==> src/hdl/mcm_pkg.sv <==
// Shared types and constants for the movement conflict matrix.
// Used by the controller, the datapath, the top level and the checker.
`default_nettype none

package mcm_pkg;

  localparam int CMD_W       = 2;
  localparam int LANE_W      = 8;
  localparam int BEARING_W   = 9;
  localparam int MASK_W      = 64;
  localparam int MOVE_W      = 2 * LANE_W + 2 * BEARING_W;
  localparam int IN_TDATA_W  = ((MOVE_W + MASK_W + 7) / 8) * 8;
  localparam int IDX_OUT_W   = 6;
  localparam int OUT_TDATA_W = 8;

  typedef enum logic [CMD_W-1:0] {
    CMD_ADD   = 2'd0,
    CMD_CLEAR = 2'd1,
    CMD_CHECK = 2'd2
  } cmd_t;

  // src_id sits in the lowest bits, matching the request layout
  typedef struct packed {
    logic [BEARING_W-1:0] tgt_bearing;
    logic [LANE_W-1:0]    tgt_id;
    logic [BEARING_W-1:0] src_bearing;
    logic [LANE_W-1:0]    src_id;
  } movement_t;

  typedef struct packed {
    logic load;
    logic clear;
    logic scan;
    logic write;
    logic publish;
  } ctrl_cmd_t;

  typedef struct packed {
    cmd_t cmd;
    logic full;
    logic scan_done;
  } dp_status_t;

endpackage

`default_nettype wire

==> src/hdl/mcm_ctrl.sv <==
// Controller state machine: sequences dispatch, table scan, write-back and result.
// Depends on mcm_pkg.
`default_nettype none

module mcm_ctrl
  import mcm_pkg::*;
(
  input  wire logic       clk,
  input  wire logic       rst_n,
  input  wire logic       in_tvalid,
  output logic            in_tready,
  output logic            out_tvalid,
  input  wire logic       out_tready,
  input  wire dp_status_t status,
  output ctrl_cmd_t       cmd
);

  typedef enum logic [4:0] {
    ST_IDLE     = 5'b00001,
    ST_DISPATCH = 5'b00010,
    ST_SCAN     = 5'b00100,
    ST_WRITE    = 5'b01000,
    ST_FINISH   = 5'b10000
  } state_t;

  state_t state_r, state_nxt;
  logic   out_valid_r, out_valid_nxt;

  assign in_tready  = (state_r == ST_IDLE);
  assign out_tvalid = out_valid_r;

  always_comb begin
    state_nxt = state_r;
    cmd       = '0;
    case (state_r)
      ST_IDLE: begin
        if (in_tvalid) begin
          cmd.load  = 1'b1;
          state_nxt = ST_DISPATCH;
        end
      end
      ST_DISPATCH: begin
        case (status.cmd)
          CMD_ADD:   state_nxt = status.full ? ST_FINISH : ST_SCAN;
          CMD_CHECK: state_nxt = ST_SCAN;
          CMD_CLEAR: begin
            cmd.clear = 1'b1;
            state_nxt = ST_FINISH;
          end
          default:   state_nxt = ST_FINISH;
        endcase
      end
      ST_SCAN: begin
        cmd.scan = 1'b1;
        if (status.scan_done) begin
          state_nxt = (status.cmd == CMD_ADD) ? ST_WRITE : ST_FINISH;
        end
      end
      ST_WRITE: begin
        cmd.write = 1'b1;
        state_nxt = ST_FINISH;
      end
      ST_FINISH: begin
        // hold until the output register is free
        if (!out_valid_r || out_tready) begin
          cmd.publish = 1'b1;
          state_nxt   = ST_IDLE;
        end
      end
      default: state_nxt = ST_IDLE;
    endcase
  end

  always_comb begin
    out_valid_nxt = out_valid_r;
    if (cmd.publish) begin
      out_valid_nxt = 1'b1;
    end else if (out_tready) begin
      out_valid_nxt = 1'b0;
    end
  end

  always_ff @(posedge clk) begin
    if (!rst_n) begin
      state_r     <= ST_IDLE;
      out_valid_r <= 1'b0;
    end else begin
      state_r     <= state_nxt;
      out_valid_r <= out_valid_nxt;
    end
  end

endmodule

`default_nettype wire

==> config.mk <==
export PLATFORM = sky130hd
export DESIGN_NAME = mcm_ctrl
export DESIGN_NICKNAME = d
export VERILOG_FILES = /design/src/hdl/mcm_pkg.sv /design/src/hdl/mcm_ctrl.sv
export SDC_FILE = /design/constraint.sdc
export NUM_CORES = 1
export LEC_CHECK = 0
export BUFFER_PORTS_ARGS = -buffer_cell sky130_fd_sc_hd__buf_2
export CAP_MARGIN = 20
export CORE_AREA = 5 5 42 44
export CTS_CLUSTER_SIZE = 25
export DETAILED_ROUTE_END_ITERATION = 10
export DIE_AREA = 0 0 47 49
export RECOVER_POWER = 50
export SKIP_LAST_GASP = 1
export SYNTH_ARGS = -nofsm -noshare
export SYNTH_HDL_FRONTEND = slang
export SYNTH_SLANG_ARGS = --single-unit
export TNS_END_PERCENT = 30
==> constraint.sdc <==
create_clock -name clk -period 1.5 [get_ports clk]
set_input_delay 0.075 -clock clk [delete_from_list [all_inputs] [get_ports clk]]
set_output_delay 0.075 -clock clk [all_outputs]
set_load 0.02 [all_outputs]
==> results.txt, run 1 <==
pwr dens: 1050 nW/µm²
top-level I/O count: 15
clock net sink count: 6
max cap viols: 0
CP peak stage delay: 0.38 ns
wirelength, routed: 961 µm
worst hold path class: primary input to flop
DR iter-0 viols: 6
most common cell after layout, fill and taps aside: buf_2
Pre-antenna DRT Iters: 4
CTS buffer count: 3
Crit Path Class: flop to flop
Top delay family on crit path: compound AO/OA/AOI/OAI gates
Period minus WS final: 1.40 ns
setup TNS: 0 ns
clock latency on the worst-skew pair: 0.25 ns
netlist area before placement: 382 µm²
vias in the first global route: 393
worst path cell trace: nor2_4, buf_4, nand4_2, o221ai_2, a211o_1, a21o_1
post-CTS resize count: 0
Avg Inst Size Synth: 8.12 µm²
fraction of layout cells with a size suffix above 1: 0.385
largest net degree at the start of global routing: 8
Die Height: 49 µm
GR Util met1: 0.0989
Buf/Inv on CP: 1
status: complete, no violations
global route overflow: 0
final setup fails: 0
Max Fclk: 0.712 GHz
Vias/cell: 4.86
Worst EP arrival: 1.54 ns
global routing's busiest layer: met2
Initial Utilization: 0.272
leading cell types in the layout, fill and taps excluded: 13 x buf_2, 9 x nor2_1, 6 x dfxtp_1
average wire per standard cell: 11.9 µm
worst slew pin tran: 0.293 ns
Die X-Extent: 47 µm
worst-path fanout max: 5
Power Total: 523 µW
Clock Path Buffers: 2
Clk pin slew, worst setup/hold paths: 0.05 ns
via count: 394
#FFs+latches synth: 6
P_leak: 0.235 nW
Global Route met2 Usage: 0.149
first-pass GRT wire length: 1590 µm
routability cong.: 0.829
Worst Path Required: 1.64 ns
Post-DP HPWL: 754 µm
Net Count, Synth: 55
Post-Syn Instances: 47
startpoint types: flop
Root Driver: clkbuf_4
# fillers: 156
max_slew headroom: 0.802
Final #Nets: 75
Post-DRT Antenna Nets: 0
slowest CP cell: dfxtp_1
CTS tree: built
initial antenna violation count: 0
CP Capture Type: flop
Final Cycle Share: 0.936
reg-to-reg slack, setup: 0.1 ns
Buffers on Ports: 14
Synth-to-Final Area Change: 30.5%
DRC viols: 0
Antenna Cells: 0
cell row count: 14
final hold vios: 0
GRT Total Usage: 0.0986
Clock Skew: 0.00419 ns
Seq/Total Area, Yosys: 0.315
H-tree levels: 1
Max IR drop VDD: 349 µV
met3 Use GR: 0.0295
pins over their slew limit: 0
unrepaired setup endpoints after global routing: no
CORE AREA: 1400 µm²
post-synth cell types: 27
die area: 2300 µm²
Syn. warnings: 0
[cells in the mapped netlist]
master,instances,share of area
o31ai_1,1,0.020
inv_1,3,0.030
nor3_1,2,0.026
nand3_1,2,0.026
and2_2,1,0.020
nor2_1,8,0.079
and3_2,1,0.020
a21o_1,1,0.020
nand2_1,2,0.020
xor2_1,1,0.023
o21a_1,1,0.020
nor2b_2,1,0.023
nor2b_1,3,0.049
nand4_2,1,0.033
dfxtp_1,6,0.31
nor2_4,1,0.030
a31oi_1,1,0.016
nor2_2,1,0.016
o221ai_2,1,0.039
nor4b_1,1,0.023
nand3_2,1,0.026
o21ai_0,2,0.026
buf_4,1,0.020
a21oi_1,1,0.013
o32a_1,1,0.026
nor3b_1,1,0.020
a211o_1,1,0.023
[path summary, 6_finish.rpt]
path | cells past startpoint | startpoint | endpoint
setup reg to reg | 6 | state_r[0]$_SDFFE_PN1P_ | state_r[0]$_SDFFE_PN1P_
setup / recovery | 6 | state_r[0]$_SDFFE_PN1P_ | state_r[0]$_SDFFE_PN1P_
hold reg to reg | 2 | state_r[4]$_SDFFE_PN0P_ | state_r[4]$_SDFFE_PN0P_
hold / removal | 3 | rst_n | state_r[4]$_SDFFE_PN0P_
[what timing repair did]
item / 4_1_cts / 5_1_grt
setup buffers: 0 / 2
hold buffers: 0 / 0
endpoints found under the setup margin: 0 / 1
[routing by layer]
metal  vias to the layer above  share of wire  wire length (µm)
li1                        201              -                 -
met1                       178           0.41               396
met2                        13           0.51               491
met3                         2          0.053                51
met4                         0          0.022                21
met5                         -              0                 0
[area by class of cell]
class	count	area, µm²	share of cell area
repair buffers	16	83.8	0.168
flip-flops and latches	6	120	0.241
clock buffers	3	22.5	0.0452
multi-input cells	37	240	0.482
well taps	16	20.0	0.0402
inverters	3	11.3	0.0226
[sequential cells by signal, summed over array words and instances (netlist names)]
signal	count
state_r	5
out_tvalid	1
[worst reg2reg max path, stage by stage (launching register included)]
cell,delay (ns)
dfxtp_1,0.38
nor2_4,0.07
buf_4,0.14
nand4_2,0.12
o221ai_2,0.13
a211o_1,0.28
a21o_1,0.18
[cells by family after synthesis]
| kind of cell | after synthesis | synth area share |
|---|---|---|
| compound gates | 10 | 0.203 |
| xor+xnor | 1 | 0.0230 |
| buf+inv | 4 | 0.0492 |
| flops | 6 | 0.315 |
| simple gates | 26 | 0.410 |
[power by group]
group	internal, mW	switching, mW	leakage [nW]
clock network	0.0905	0.0582	0.0138
registers	0.173	0.0174	0.0489
logic	0.0820	0.102	0.173
total	0.346	0.177	0.235
[stage by stage]
stage	hold slack [ns]	utilization	area, µm²	setup slack, ns	instances
after floorplan	0.204	-	382	0.232	47
after global placement	0.341	0.331	464	0.145	76
after detailed placement	0.329	0.331	464	0.150	76
after CTS	0.0650	0.347	487	0.0683	79
after global routing	0.0783	0.355	498	0.0141	81
final	0.0722	0.355	498	0.0957	81
Power figures use the tool's default switching activity.
==> run 2, diff against run 1 <==
- clock period: 1.5 -> 1.25 ns (I/O delays scaled with it)
==> run 2 against run 1 <==
  * The run now ends with negative setup slack left
  * Wire length rose by 11%
  * Flip-flop and latch count unchanged
  * Sequential power grew 26%
  * Register-to-register slack worse by 0.14 ns
  * Die area unchanged
  * Via count is 14% higher
  * Power up 41%
  * Combinational power up 68%
  * Largest power group is now combinational cells
==> results.txt, run 2 (synthesis gave the netlist of run 1 again) <==
via count: 448 (+14%)
Worst Hold Depth: 3 (unchanged)
# fillers: 156 (unchanged)
Final #Nets: 84 (+12%)
first-pass GRT wire length: 1920 µm (+21%)
DP Worst Slack: -0.0490 ns (-0.199 ns)
Buffers on Ports: 14 (unchanged)
Top delay family on crit path: flip-flops
Clock Skew: 0.0107 ns (+0.00655 ns)
largest net degree at the start of global routing: 6 (-2)
CORE AREA: 1400 µm² (unchanged)
PnR worst setup slack: -0.0577 ns (-0.153 ns)
leading cell types in the layout, fill and taps excluded: 13 x buf_4, 8 x buf_2, 7 x nor2_1
pins over their slew limit: 0 (unchanged)
fraction of layout cells with a size suffix above 1: 0.649 (+0.264)
Synth-to-Final Area Change: 68.9%
RR Startpoint: state_r[3]$_SDFFE_PN0P_
Post-DRT Antenna Nets: 0 (unchanged)
average wire per standard cell: 11.9 µm (+0.11%)
startpoint types: flop
CTS tree: built
Clk pin slew, worst setup/hold paths: 0.05 ns (about the same)
Max Fclk: 0.765 GHz
final hold vios: 0 (unchanged)
worst-path fanout max: 5 (unchanged)
initial antenna violation count: 0 (unchanged)
Root Driver: clkbuf_4
Post-Place Cells: 85 (+12%)
CTS buffer count: 3 (unchanged)
combinational power share: 0.421 (+0.070)
Critical Path Sink: cmd[4]
max cap viols: 0 (unchanged)
Post-DP HPWL: 831 µm (+10%)
CP most frequent cell: buf_4
routability cong.: 0.798 (-3.8%)
wirelength, routed: 1070 µm (+11%)
unrepaired setup endpoints after global routing: yes
hold_buf cts: 0 (unchanged)
Antenna Cells: 0 (unchanged)
r2r endpoint: state_r[0]$_SDFFE_PN1P_
Sequential Power Share: 0.327 (-0.038)
clock net sink count: 6 (unchanged)
P_leak: 0.293 nW (+25%)
top-level I/O count: 15 (unchanged)
Worst R2R Path Depth: 6 (unchanged)
status: finished, violations left
Levels on crit path: 4 (-2)
Die X-Extent: 47 µm (unchanged)
Buf/Inv on CP: 2 (+1)
H-tree levels: 1 (unchanged)
Biggest register: state_r
DRC viols: 0 (unchanged)
GRT Total Usage: 0.113 (+0.0146)
worst path cell trace: nor3_4, buf_4, and3_2, buf_4
power share of the clock group: 0.252 (-0.032)
Pre-antenna DRT Iters: 4 (unchanged)
max_slew headroom: 0.836 (+0.0336)
final instance area: 644 µm² (+29%)
slowest CP cell: dfxtp_4
final setup fails: 6 (+6)
CP Capture Type: output port
worst slew pin tran: 0.248 ns (-0.0452 ns)
Die Height: 49 µm (unchanged)
switching power: 251 µW (+42%)
FF+latch area: 133 µm² (+10%)
Crit Path Class: flop to output port
clock latency on the worst-skew pair: 0.25 ns (about the same)
Initial Utilization: 0.272 (unchanged)
Clock Path Buffers: 2 (unchanged)
die area: 2300 µm² (unchanged)
global route overflow: 0 (unchanged)
Period minus WS final: 1.31 ns
number of flip-flops in the largest register: 5 (unchanged)
Worst Path Required: 1.19 ns (-0.45 ns)
Power Internal: 484 µW (+40%)
DR iter-0 viols: 5 (-1)
Max IR drop VDD: 463 µV (+33%)
pwr dens: 1140 nW/µm² (+8.7%)
worst hold path class: primary input to flop
reg-to-reg slack, setup: -0.04 ns (-0.14 ns)
multi-input logic area: 283 µm² (+18%)
worst setup path start: state_r[1]$_SDFFE_PN0P_
DP Area: 536 µm² (+15%)
vias in the first global route: 469 (+19%)
Vias/cell: 4.98 (+2.3%)
cell row count: 14 (unchanged)
Worst EP arrival: 1.25 ns (-0.29 ns)
Final Cycle Share: 1.05
most common cell after layout, fill and taps aside: buf_4
Power Total: 736 µW (+41%)
failing checks: negative setup slack
switch share: 0.342 (+0.00273)
CP peak stage delay: 0.37 ns (about the same)
fin cells: 90 (+11%)
==> run 2: changes by cell type in the layout (fill, tap and decap cells not counted), moves of 2 or more <==
| cell | change |
|---|---|
| buf_4 | +11 |
| dfxtp_1 | -6 |
| dfxtp_4 | +2 |
| dfxtp_2 | +4 |
| buf_2 | -5 |
| nor2_1 | -2 |
| buf_6 | +3 |
==> run 2: cell type report <==
| cell class | instances | share of cell area |
|---|---|---|
| multi-input cells | 37 | 0.439 |
| clock buffers | 3 | 0.0350 |
| flip-flops and latches | 6 | 0.206 |
| inverters | 3 | 0.0175 |
| repair buffers | 25 | 0.272 |
| well taps | 16 | 0.0311 |
==> run 2: power by group through the flow <==
| stage | clock (mW) | combinational [mW] | sequential [mW] |
|---|---|---|---|
| after global routing | 0.198 | 0.338 | 0.244 |
| final | 0.186 | 0.310 | 0.240 |
| after floorplan | 0 | 0.146 | 0.229 |
| after global placement | 0 | 0.247 | 0.232 |
| after CTS | 0.192 | 0.286 | 0.237 |
| after detailed placement | 0 | 0.249 | 0.233 |
==> run 2: repair_timing <==
item,in CTS,in global routing
buffers inserted,2,0
setup endpoints to repair,10,11
resized for setup,11,12
pin swaps,3,3
==> run 2: metal layers <==
layer | up-vias | routed length (µm) | global-route usage
met3 | 4 | 104 | 0.0332
met2 | 17 | 539 | 0.179
met1 | 203 | 404 | 0.127
met4 | 0 | 22 | 0.0691
li1 | 224 | - | -
met5 | - | 0 | 0
==> run 2: how the worst min path moves through the flow <==
stage	startpoint	slack [ns]	endpoint
6_report	rst_n	0.06	state_r[4]$_SDFFE_PN0P_
4_1_cts	rst_n	0.05	state_r[4]$_SDFFE_PN0P_
3_5_place_dp	rst_n	0.33	state_r[4]$_SDFFE_PN0P_
5_1_grt	rst_n	0.07	state_r[4]$_SDFFE_PN0P_
2_1_floorplan	rst_n	0.19	state_r[4]$_SDFFE_PN0P_
3_3_place_gp	rst_n	0.32	state_r[4]$_SDFFE_PN0P_
==> run 2: tightest hold or removal path, delay by kind of cell <==
kind,cells,cell delay (ns)
AOI/OAI and AO/OA,2,0.10
buffers and inverters,1,0.11
==> run 2: per-stage QoR <==
step,TNS [ns],util,hold WS [ns]
final,-0.198,0.460,0.0573
after global routing,-0.764,0.460,0.0743
after CTS,-0.262,0.431,0.0540
after detailed placement,-0.129,0.382,0.331
after global placement,-0.339,0.382,0.323
after floorplan,0,-,0.191
==> run 3, diff against run 2 <==
- GPL_TIMING_DRIVEN: unset -> 0
==> run 3 against run 2 <==
  * The run still ends with negative setup slack left
  * Core utilization fell by 6.0 points
  * Critical path type unchanged
  * Wire length fell by 11%
  * Sequential power barely moved
  * Cell count fell by 10%
  * Highest routed layer unchanged
  * Die area did not move
  * Via count fell by 8.7%
  * Clock skew fell by 0.0019 ns
  * Final area fell by 13%
  * Critical path depth did not move
  * Power fell by 10%
==> results.txt, run 3 (synthesis gave the netlist of run 1 again) <==
r2r endpoint: state_r[0]$_SDFFE_PN1P_
CTS tree: built
Buf/Inv on CP: 1 (-1)
most common cell after layout, fill and taps aside: buf_2
Worst Hold Depth: 3 (unchanged)
unrepaired setup endpoints after global routing: yes
leading cell types in the layout, fill and taps excluded: 11 x buf_2, 8 x nor2_1, 4 x buf_4
cell row count: 14 (unchanged)
DP Area: 475 µm² (-11%)
status: finished, violations left
fraction of layout cells with a size suffix above 1: 0.554 (-0.0948)
CTS buffer count: 3 (unchanged)
DR iter-0 viols: 3 (-2)
pins over their slew limit: 0 (unchanged)
Crit Path Class: flop to output port
Final #Nets: 75 (-11%)
Antenna Cells: 0 (unchanged)
fin cells: 81 (-10%)
Top delay family on crit path: simple AND/OR/NAND/NOR gates
worst slew pin tran: 0.250 ns (+0.00215 ns)
P_leak: 0.245 nW (-16%)
first-pass GRT wire length: 1650 µm (-14%)
via count: 409 (-8.7%)
worst path cell trace: nor2_4, nand3_2, nor3b_2, buf_4
die area: 2300 µm² (unchanged)
wirelength, routed: 954 µm (-11%)
H-tree levels: 1 (unchanged)
Worst Hold Path EP: state_r[4]$_SDFFE_PN0P_
clock latency on the worst-skew pair: 0.25 ns (about the same)
top-level I/O count: 15 (unchanged)
Synth-to-Final Area Change: 46.9%
number of flip-flops in the largest register: 5 (unchanged)
Min Hold Slack: 0.0517 ns (-0.00566 ns)
max cap viols: 0 (unchanged)
Worst R2R Path Depth: 5 (-1)
Pre-antenna DRT Iters: 4 (unchanged)
clock net sink count: 6 (unchanged)
Die X-Extent: 47 µm (unchanged)
Post-Place Cells: 77 (-9.4%)
worst hold start: rst_n
CP peak stage delay: 0.33 ns (-0.04 ns)
Die Height: 49 µm (unchanged)
Clock Path Buffers: 2 (unchanged)
Initial Utilization: 0.272 (unchanged)
Biggest register: state_r
pwr dens: 1180 nW/µm² (+3.4%)
startpoint types: flop
Max Fclk: 0.767 GHz (+0.33%)
worst setup path start: state_r[3]$_SDFFE_PN0P_
Clock Skew: 0.00885 ns (-0.00189 ns)
Worst Path Required: 1.19 ns (about the same)
global route overflow: 0 (unchanged)
worst-path fanout max: 6 (+1)
worst hold path class: primary input to flop
Post-DP HPWL: 736 µm (-11%)
Final Cycle Share: 1.04 (-0.00341)
vias in the first global route: 422 (-10%)
final setup fails: 9 (+3)
max_slew headroom: 0.834 (-0.00143)
reg-to-reg slack, setup: -0.04 ns (about the same)
Period minus WS final: 1.30 ns (-0.00426 ns)
final hold vios: 0 (unchanged)
initial antenna violation count: 0 (unchanged)
Buffers on Ports: 14 (unchanged)
largest net degree at the start of global routing: 8 (+2)
failing checks: negative setup slack
CP Capture Type: output port
Worst EP arrival: 1.24 ns (about the same)
CORE AREA: 1400 µm² (unchanged)
Clk pin slew, worst setup/hold paths: 0.05 ns (about the same)
average wire per standard cell: 11.8 µm (-0.84%)
# fillers: 155 (-0.64%)
DP Worst Slack: -0.122 ns (-0.0728 ns)
hold_buf cts: 0 (unchanged)
slowest CP cell: dfxtp_2
GRT Total Usage: 0.0972 (-0.0160)
RR Startpoint: state_r[4]$_SDFFE_PN0P_
PnR worst setup slack: -0.0534 ns (+0.00426 ns)
Root Driver: clkbuf_4
DRC viols: 0 (unchanged)
Post-DRT Antenna Nets: 0 (unchanged)
final instance area: 561 µm² (-13%)
Vias/cell: 5.05 (+1.4%)
Max IR drop VDD: 454 µV (-2.1%)
routability cong.: 0.695 (-13%)
## run 3: what timing repair did
action | CTS | global route
gates resized for setup | 13 | 2
buffers inserted | 0 | 1
pin swaps | 3 | 2
endpoints found under the setup margin | 8 | 8
## run 3: final cells by class
type,instances,area [µm²],share of cell area
buffer,1,7.51,0.0134
clock buffer,3,22.5,0.0402
inverter,3,11.3,0.0201
multi-input combinational,37,287,0.511
sequential,6,131,0.234
tap,16,20.0,0.0357
timing repair buffer,15,81.3,0.145
## run 3: worst min-delay path, delay by kind of cell
family | cells | cell delay, ns
buffers and inverters | 1 | 0.10
AOI/OAI and AO/OA | 2 | 0.10
## run 3: worst max path at each step
stage,to,slack (ns),depth (start not counted)
global route,cmd[3],-0.12,4
detailed placement,state_r[4]$_SDFFE_PN0P_,-0.12,5
floorplan,state_r[0]$_SDFFE_PN1P_,0.01,5
global placement,state_r[4]$_SDFFE_PN0P_,-0.12,5
CTS,state_r[0]$_SDFFE_PN1P_,-0.06,5
finish,cmd[3],-0.05,4
## run 3: routing by layer
metal	part of all wire	wire length [µm]	global-route usage
met1	0.43	408	0.108
met2	0.50	473	0.161
met3	0.060	57	0.0332
met4	0.015	14	0.0415
met5	0	0	0
## run 3: where the power goes
part           internal (mW)  total [mW]  switching (mW)
Combinational          0.101       0.235           0.134
Clock                  0.109       0.190          0.0804
Sequential             0.209       0.237          0.0275
Total                  0.420       0.662           0.242
## run 3: metrics by stage
step	total power [mW]	setup TNS, ns	util
floorplan	0.375	0	-
global placement	0.428	-0.226	0.339
detailed placement	0.434	-0.223	0.339
CTS	0.656	-0.305	0.388
global route	0.697	-0.788	0.400
finish	0.662	-0.257	0.400
